===== config.mk =====
export PLATFORM = sky130hd
export DESIGN_NAME = tow_div
export DESIGN_NICKNAME = d
export VERILOG_FILES = /design/src/rtl/time_of_week_histogram_core_assert.svh /design/src/rtl/tow_pkg.sv /design/src/rtl/tow_div.sv
export SDC_FILE = /design/constraint.sdc
export NUM_CORES = 1
export LEC_CHECK = 0
export ABC_AREA = 1
export BUFFER_PORTS_ARGS = -buffer_cell sky130_fd_sc_hd__buf_2
export CAP_MARGIN = 20
export CORE_AREA = 2 2 115 117
export DETAILED_ROUTE_END_ITERATION = 8
export DIE_AREA = 0 0 117 119
export PLACE_DENSITY = 0.79
export SYNTH_ARGS = -nofsm -noshare
export SYNTH_HDL_FRONTEND = slang
export SYNTH_SLANG_ARGS = --single-unit

===== constraint.sdc =====
create_clock -name clk -period 2.5 [get_ports clk]
set_input_delay 0.75 -clock clk [delete_from_list [all_inputs] [get_ports clk]]
set_output_delay 0.75 -clock clk [all_outputs]
set_load 0.05 [all_outputs]

===== src/rtl/time_of_week_histogram_core_assert.svh =====
// Assertion macros for the time-of-week histogram core.
// Included by the top level; depends on nothing else.
`ifndef TIME_OF_WEEK_HISTOGRAM_CORE_ASSERT_SVH
`define TIME_OF_WEEK_HISTOGRAM_CORE_ASSERT_SVH

// The consequent must hold in the same cycle as the antecedent.
`define TOW_ASSERT_SAME(label, clk, rst_n, ante, cons, msg) \
    label: assert property (@(posedge clk) disable iff (!rst_n) (ante) |-> (cons)) \
        else $error(msg);

// The consequent must hold in the cycle after the antecedent.
`define TOW_ASSERT_NEXT(label, clk, rst_n, ante, cons, msg) \
    label: assert property (@(posedge clk) disable iff (!rst_n) (ante) |=> (cons)) \
        else $error(msg);

`endif


===== src/rtl/tow_pkg.sv =====
// Shared types and constants for the time-of-week histogram core.
// No dependencies; tow_div and the top level import this package.
`default_nettype none

package tow_pkg;

    localparam int NUM_BINS_DEF   = 256;
    localparam int COUNT_BITS_DEF = 32;

    localparam int CFG_DATA_W = 32;
    localparam int CFG_IDX_W  = 2;

    // Register indexes on the configuration port.
    localparam logic [CFG_IDX_W-1:0] REG_PERIOD = 2'd0;
    localparam logic [CFG_IDX_W-1:0] REG_BIN    = 2'd1;
    localparam logic [CFG_IDX_W-1:0] REG_OFFSET = 2'd2;

    localparam logic [31:0] RESET_PERIOD = 32'(60 * 60 * 24 * 7);
    localparam logic [31:0] RESET_BIN    = 32'(60 * 60);
    localparam logic [31:0] RESET_OFFSET = 32'(4 * 24 * 60 * 60);

    localparam logic [31:0] NS_PER_SEC = 32'd1000000000;

    // One billion is 2^9 * 1953125. Seconds are estimated by shifting the count right
    // by 9 and multiplying its top 32 bits by floor(2^52 / 1953125); the estimate is at
    // most 7 low and is then fixed by comparing the remainder against small multiples.
    localparam int          SEC_SHIFT = 9;
    localparam logic [20:0] SEC_DIV   = 21'(NS_PER_SEC >> SEC_SHIFT);
    localparam logic [31:0] SEC_RECIP = 32'((64'd1 << 52) / 64'(SEC_DIV));

    // Request types.
    localparam logic REQ_COUNT = 1'b0;
    localparam logic REQ_READ  = 1'b1;

    // Result status codes.
    localparam logic [1:0] ST_COUNTED = 2'd0;
    localparam logic [1:0] ST_SKIPPED = 2'd1;
    localparam logic [1:0] ST_DROPPED = 2'd2;
    localparam logic [1:0] ST_READ    = 2'd3;

    // The divider produces 34 quotient bits: enough for the offset-corrected seconds
    // of a 63-bit nanosecond count.
    localparam int DIV_STEPS = 34;
    localparam int DIV_Q_W   = 34;
    localparam int DIV_R_W   = 32;

    typedef struct packed {
        logic                req_type;
        logic [62:0]         timestamp_ns;
        logic                timestamp_valid;
        logic [7:0]          read_bin;
    } tow_in_t;

    typedef struct packed {
        logic [7:0]          bin_index;
        logic [31:0]         bin_count;
        logic [1:0]          status;
    } tow_out_t;

    typedef struct packed {
        logic                start;
        logic [DIV_Q_W-1:0]  dividend;
        logic [DIV_R_W-1:0]  divisor;
    } tow_div_req_t;

    typedef struct packed {
        logic                done;
        logic [DIV_Q_W-1:0]  quotient;
        logic [DIV_R_W-1:0]  remainder;
    } tow_div_rsp_t;

endpackage

`default_nettype wire


===== src/rtl/tow_div.sv =====
// Radix-2 restoring divider, one quotient bit per cycle, DIV_STEPS steps.
// Uses the request and response structs of tow_pkg.
`default_nettype none

module tow_div (
    input  wire                   clk,
    input  wire                   rst_n,
    input  tow_pkg::tow_div_req_t req,
    output tow_pkg::tow_div_rsp_t rsp
);
    import tow_pkg::*;

    localparam int CNT_W = $clog2(DIV_STEPS);

    logic               busy_reg, busy_next;
    logic               done_reg, done_next;
    logic [CNT_W-1:0]   cnt_reg, cnt_next;
    logic [DIV_R_W-1:0] rem_reg, rem_next;
    logic [DIV_Q_W-1:0] quo_reg, quo_next;
    logic [DIV_R_W-1:0] dvs_reg, dvs_next;

    logic [DIV_R_W:0]   trial;
    logic [DIV_R_W:0]   diff;
    logic               fits;

    // The dividend bits shift out of the top of quo_reg while the quotient
    // bits shift in at the bottom.
    assign trial = {rem_reg, quo_reg[DIV_Q_W-1]};
    assign diff  = trial - {1'b0, dvs_reg};
    assign fits  = trial >= {1'b0, dvs_reg};

    always_comb
    begin
        busy_next = busy_reg;
        done_next = 1'b0;
        cnt_next  = cnt_reg;
        rem_next  = rem_reg;
        quo_next  = quo_reg;
        dvs_next  = dvs_reg;
        if (req.start)
        begin
            busy_next = 1'b1;
            cnt_next  = '0;
            rem_next  = '0;
            quo_next  = req.dividend;
            dvs_next  = req.divisor;
        end
        else if (busy_reg)
        begin
            rem_next = fits ? diff[DIV_R_W-1:0] : trial[DIV_R_W-1:0];
            quo_next = {quo_reg[DIV_Q_W-2:0], fits};
            cnt_next = cnt_reg + CNT_W'(1);
            if (cnt_reg == CNT_W'(DIV_STEPS - 1))
            begin
                busy_next = 1'b0;
                done_next = 1'b1;
            end
        end
    end

    always_ff @(posedge clk or negedge rst_n)
    begin
        if (!rst_n)
        begin
            busy_reg <= 1'b0;
            done_reg <= 1'b0;
            cnt_reg  <= '0;
        end
        else
        begin
            busy_reg <= busy_next;
            done_reg <= done_next;
            cnt_reg  <= cnt_next;
        end
    end

    always_ff @(posedge clk)
    begin
        rem_reg <= rem_next;
        quo_reg <= quo_next;
        dvs_reg <= dvs_next;
    end

    assign rsp.done      = done_reg;
    assign rsp.quotient  = quo_reg;
    assign rsp.remainder = rem_reg;

endmodule

`default_nettype wire


==> run summary, run 1 <==
Psw -> 4.01 mW
FILL cells -> 1158
CTS buffer count -> 9
Status -> complete, no violations
Yosys reg bits -> 106
Post_cts resized -> 0
Antenna cells -> 0
Final worst path period need -> 2.22 ns
Synth top area cells -> edfxtp_1 29%, nand2_1 22%, inv_1 9.3%, dfxtp_1 9.3%, ha_1 6.2%
Worst path arrival time -> 2.48 ns
Max reg flops -> 34
DRT Pass-1 Iters -> 5
Worst path required time -> 2.77 ns
Clock network power share -> 17.9%
Port-buffer cells -> 135
Final period utilization -> 88.7%
Asr flop ratio synth -> 7.55%
Rows -> 42
Area Growth Syn to Fin -> 16.9%
Final TNS setup -> 0 ns
Clk pin slew, worst setup/hold paths -> 0.08 ns
Layout Nets -> 1219
Share of layout cells above drive strength 1 -> 16.3%
Vias -> 6516
Endpoints failing hold -> 0
PwrDens -> 1020 mW/mm^2
Antenna violations before repair -> 0
DP Wirelength -> 13900 um
Cells after Synth -> 982
H-tree lvl count -> 3
Post-synth top area share -> 28.7%
Initial Utilization -> 53.6%
Clock buffer depth -> 2
DP Area -> 0.00777 mm^2
Post-Syn Area -> 0.00690 mm^2
Final wirelength -> 18300 um
Total routing usage reported by global routing -> 27.7%
DIE AREA -> 0.0139 mm^2
Clock root buffer -> clkbuf_16
Slew Limit Fails -> 0
Mean Syn Cell Area -> 7.03 um^2
Top_reg_cell synth -> edfxtp_1
Worst Setup Start Kind -> register
I/O pin count -> 136
Logic pwr share -> 53.1%
GPL Wtd Cong -> 0.935
CTS tree -> built
R2R Path Start -> quo_reg[33]$_DFFE_PP_
Finished Cell Area -> 0.00807 mm^2
Crit-path max FO -> 4
CTS sink cnt -> 106
CP Capture Type -> register
Crit path kind -> register to register
Maxcap violations -> 0
First-pass GRT wire length -> 30100 um
Die height -> 119 um
Post-CTS Setup Inserts -> 0
Reg power frac -> 29.0%
Number of synthesized flops with an enable pin -> 66
Syn. warnings -> 0
Skew-Pair Late Insertion Delay -> 0.37 ns
Residual DRC count -> 0
WL/cell -> 14.1 um
GRT overflow -> 0
Reg2reg path depth -> 13
Syn Nets -> 1086
Largest net degree at the start of global routing -> 55
Setup slack, reg-to-reg -> 0.28 ns
CORE AREA -> 0.0129 mm^2
R2r endpoint -> rem_reg[24]$_SDFFE_PP0P_
Pleak -> 4.47 nW
Largest area contributor in the synthesized netlist -> edfxtp_1
Hold-fix buffers, CTS -> 0
Internal -> 4.20 mW
Worst slew margin -> 71.4%
Netlist cell types -> 36
Detail Route Antenna Nets -> 0
Sw Share -> 48.8%
Least-Margin Pin Slew -> 0.429 ns
Clk_skew -> 0.0127 ns
Vias per cell -> 5.03
Final setup viols -> 0
RSZ-0062 raised after global routing -> no
Vias in the first global route -> 6221
Die W -> 117 um
Starting DRC count in detailed routing -> 459
Hold Path Class -> primary input to asynchronous set/reset pin
Max frequency -> 451 MHz
Sequential element share of the synthesized area -> 40.9%
Max VDD drop -> 0.000479 V
[logic make-up after synthesis]
logic type / Yosys count / share of synthesized area, %
and+or+nand+nor: 571 / 34.9
buffers and inverters: 197 / 11.3
DFF: 106 / 40.9
AOI/OAI and AO/OA: 58 / 4.57
adders and majority gates: 35 / 6.46
xor gates and xnor gates: 15 / 1.90
[area by class of cell]
type                       instances  area (um^2)  share of cell area, %
inverter                         173          649                   8.05
sequential                       106         2820                   35.0
multi-input combinational        679         3300                   40.9
timing repair buffer             146          771                   9.55
clock inverter                     7         76.3                  0.946
clock buffer                       9          225                   2.79
tap                              176          220                   2.73
[layout by cell type (no fill, tap or decap), types with 2 or more instances in the layout]
cell       count
nor2_2         4
buf_2        135
edfxtp_1      66
o21ai_1       15
clkbuf_16      9
nor2_4         3
nand3_1       72
nand2_2        6
inv_6          2
nand3_2        3
o21bai_1       7
ha_1          34
nor2_1        50
dfxtp_1       32
buf_4         10
inv_1        170
o21ai_0        6
inv_8          3
dfrtp_1        8
a21oi_1       26
nor3_1         6
nand3b_1      18
nand2_1      398
nand4_1        5
inv_2          2
xor2_1         3
xnor2_1       12
and2_1         3
[synthesized netlist by cell type, types with 3 or more instances]
cell type,count
nor3_1,6
buf_2,9
nand2_2,6
dfxtp_1,32
xor2_1,3
nand3_1,72
nand4_1,5
nor2_1,51
ha_1,34
inv_1,171
edfxtp_1,66
o21ai_0,6
nand3_2,3
and2_1,3
nand3b_1,18
nand2_1,398
dfrtp_1,8
nor2_4,3
o21bai_1,7
o21ai_1,15
xnor2_1,12
clkbuf_1,11
buf_6,3
nor2_2,3
a21oi_1,26
[critical path, stage by stage, from the launching register on]
cell      delay [ns]
edfxtp_1        0.34
inv_1           0.06
ha_1            0.22
fa_1            0.43
inv_1           0.11
a21oi_1         0.11
o21bai_1        0.33
nand2_1         0.14
nand3_1         0.11
nand2_1         0.05
nand2_1         0.05
nand2_1         0.04
nand3_1         0.07
nand2_1         0.05
[metal layers]
layer	up-vias	routed length [um]	GRT usage (%)
li1	3321	-	-
met1	2927	8150	37.8
met2	239	8280	43.7
met3	29	1380	6.26
met4	0	469	9.12
met5	-	0	0
[power groups by stage]
stage          sequential [mW]  clock [mW]  combinational, mW
6_report                  2.38        1.47               4.36
5_1_grt                   2.43        1.56               4.82
4_1_cts                   2.39        1.50               4.33
3_5_place_dp              2.42           0               4.30
3_3_place_gp              2.42           0               4.24
2_1_floorplan             3.20           0               2.52
[worst max path at each step]
stage	from	to	slack, ns	cells past startpoint
floorplan	req[66]	quo_reg[0]$_DFFE_PP_	0.03	3
global placement	dvs_reg[8]$_DFFE_PP_	rem_reg[9]$_SDFFE_PP0P_	0.33	15
detailed placement	dvs_reg[8]$_DFFE_PP_	rem_reg[9]$_SDFFE_PP0P_	0.31	15
CTS	quo_reg[33]$_DFFE_PP_	rem_reg[24]$_SDFFE_PP0P_	0.31	13
global route	quo_reg[33]$_DFFE_PP_	rem_reg[24]$_SDFFE_PP0P_	0.04	13
finish	quo_reg[33]$_DFFE_PP_	rem_reg[24]$_SDFFE_PP0P_	0.28	13
[through the flow]
step / cells / utilization, % / hold WS (ns) / worst slack (ns) / power (mW)
after detailed placement: 1280 / 60.3 / 0.478 / 0.309 / 6.72
after global routing: 1296 / 62.7 / 0.213 / 0.0428 / 8.81
after floorplan: 982 / - / 0.454 / 0.0295 / 5.72
final: 1296 / 62.7 / 0.213 / 0.281 / 8.21
after global placement: 1280 / 60.3 / 0.478 / 0.330 / 6.66
after CTS: 1296 / 62.7 / 0.213 / 0.306 / 8.21
Power figures use the tool's default switching activity.
==> run 2: changes to the inputs <==
--- a/config.mk
+++ b/config.mk
@@ -8,10 +8,10 @@
 export ABC_AREA = 1
 export BUFFER_PORTS_ARGS = -buffer_cell sky130_fd_sc_hd__buf_2
 export CAP_MARGIN = 20
-export CORE_AREA = 2 2 115 117
+export CORE_AREA = 2 2 120 122
 export DETAILED_ROUTE_END_ITERATION = 8
-export DIE_AREA = 0 0 117 119
-export PLACE_DENSITY = 0.79
+export DIE_AREA = 0 0 122 124
+export PLACE_DENSITY = 0.76
 export SYNTH_ARGS = -nofsm -noshare
 export SYNTH_HDL_FRONTEND = slang
 export SYNTH_SLANG_ARGS = --single-unit
==> constraint.sdc (replaced) <==
create_clock -name clk -period 1.8 [get_ports clk]
set_input_delay 0.54 -clock clk [delete_from_list [all_inputs] [get_ports clk]]
set_output_delay 0.54 -clock clk [all_outputs]
set_load 0.05 [all_outputs]
==> run summary, run 2 (synthesized netlist as in run 1, its figures left out) <==
Pleak -> 5.31 nW
Critical path cell sequence -> inv_2, ha_4, nand2_4, nor2_4, nand2_4, nor2_4, nand3_2, nand3_2, nor2_4, buf_12, nand2_8, buf_12, nand2_1, nand3_2, nand2_1
H-tree lvl count -> 3
Maxcap violations -> 0
Total routing usage reported by global routing -> 27.1%
DIE AREA -> 0.0151 mm^2
CTS tree -> built
RSZ-0062 raised after global routing -> yes
GR Util met1 -> 34.4%
Detail Route Antenna Nets -> 0
Cell depth of the worst setup path -> 15
CP max-delay cell -> edfxtp_1
Endpoints failing hold -> 0
CP Capture Type -> register
Crit-path max FO -> 8
Final TNS setup -> -7.55 ns
DRT Pass-1 Iters -> 5
Vias in the first global route -> 6833
Hold Path Class -> primary input to asynchronous set/reset pin
Non-Filler Instances -> 1431
Clk_skew -> 0.0104 ns
Worst path arrival time -> 2.32 ns
First-pass GRT wire length -> 32000 um
Rows -> 43
Area Growth Syn to Fin -> 45.6%
Met3 usage -> 5.13%
Final setup viols -> 33
Largest net degree at the start of global routing -> 36
Antenna violations before repair -> 0
Max VDD drop -> 0.000712 V
I/O pin count -> 136
CTS sink cnt -> 106
WL/cell -> 14.2 um
DP Wirelength -> 15500 um
Grt met2 use -> 46.6%
Vias -> 7166
Worst Slack Setup Final -> -0.266 ns
Clock buffer depth -> 2
Starting DRC count in detailed routing -> 457
Residual DRC count -> 0
Final worst path period need -> 2.07 ns
Share of layout cells above drive strength 1 -> 38.6%
CP Buf/Inv Count -> 3
Most Crowded Layer GR -> met2
Least-Margin Pin Slew -> 0.349 ns
Failing checks -> setup timing
# placed instances -> 1405
Reg2reg path depth -> 15
Skew-Pair Late Insertion Delay -> 0.37 ns
Antenna cells -> 0
Slew Limit Fails -> 0
Worst Setup Start Kind -> register
GRT overflow -> 0
Status -> finished with violations
Crit path kind -> register to register
PwrDens -> 1450 mW/mm^2
DP Area -> 0.00919 mm^2
Die W -> 122 um
Clk pin slew, worst setup/hold paths -> 0.08 ns
Die height -> 124 um
Finished Cell Area -> 0.0100 mm^2
Max frequency -> 484 MHz
Worst path required time -> 2.05 ns
Port-buffer cells -> 135
Layout Nets -> 1350
Final wirelength -> 20300 um
Final period utilization -> 115%
Worst path max stage delay -> 0.35 ns
Most common cell after layout, fill and taps aside -> nand2_1
CORE AREA -> 0.0137 mm^2
Vias per cell -> 5.01
CTS buffer count -> 9
Setup slack, reg-to-reg -> -0.27 ns
PnR Total Power -> 14.6 mW
Max reg flops -> 34
Top delay family on crit path -> simple AND/OR/NAND/NOR gates
Hold Slack -> 0.00466 ns
Clock root buffer -> clkbuf_16
Worst slew margin -> 76.8%
Most frequent cells in the layout -> 351 x nand2_1, 151 x inv_1, 135 x buf_2, 127 x buf_4, 66 x edfxtp_1
Initial Utilization -> 50.3%
GPL Wtd Cong -> 0.969
==> run 2: area by class of cell <==
cell class	count	area (um^2)
multi-input cells	679	4060
fillers	1069	3670
flip-flops and latches	106	2930
repair buffers	277	1890
inverters	173	649
clock buffers	9	225
well taps	180	225
clock inverters	7	65.1
==> run 2: worst paths after layout <==
path                                                from                        to
worst max-delay path               dvs_reg[19]$_DFFE_PP_  rem_reg[14]$_SDFFE_PP0P_
worst min-delay path                               rst_n    cnt_reg[0]$_DFFE_PN0P_
worst max register to register     dvs_reg[19]$_DFFE_PP_  rem_reg[14]$_SDFFE_PP0P_
worst min register to register  rem_reg[28]$_SDFFE_PP0P_  rem_reg[28]$_SDFFE_PP0P_
max in group asynchronous                          rst_n    cnt_reg[1]$_DFFE_PN0P_
min in group clk                                  req[2]      dvs_reg[2]$_DFFE_PP_
==> run 2: timing repair <==
action | 4_1_cts | 5_1_grt
endpoints found under the setup margin | 33 | 33
setup buffers | 2 | 6
gates resized for setup | 34 | 99
cloned | 1 | 1
hold buffers | 0 | 0
pin swaps | 9 | 11
==> run 2: where the power goes <==
part	switching (mW)	internal [mW]
sequential	0.340	3.13
clock	0.993	0.979
combinational	5.27	3.89
==> run 2: stage by stage <==
step,worst slack (ns),util [%]
after floorplan,-0.315,-
after global placement,-0.205,67.0
after detailed placement,-0.228,67.0
after CTS,-0.198,70.1
after global routing,-0.376,73.3
final,-0.266,73.3
==> run 2: metal layers <==
layer  vias up  wire, um
li1       3581         -
met1      3305      8640
met2       249      9800
met3        31      1410
met4         0       465
met5         -         0
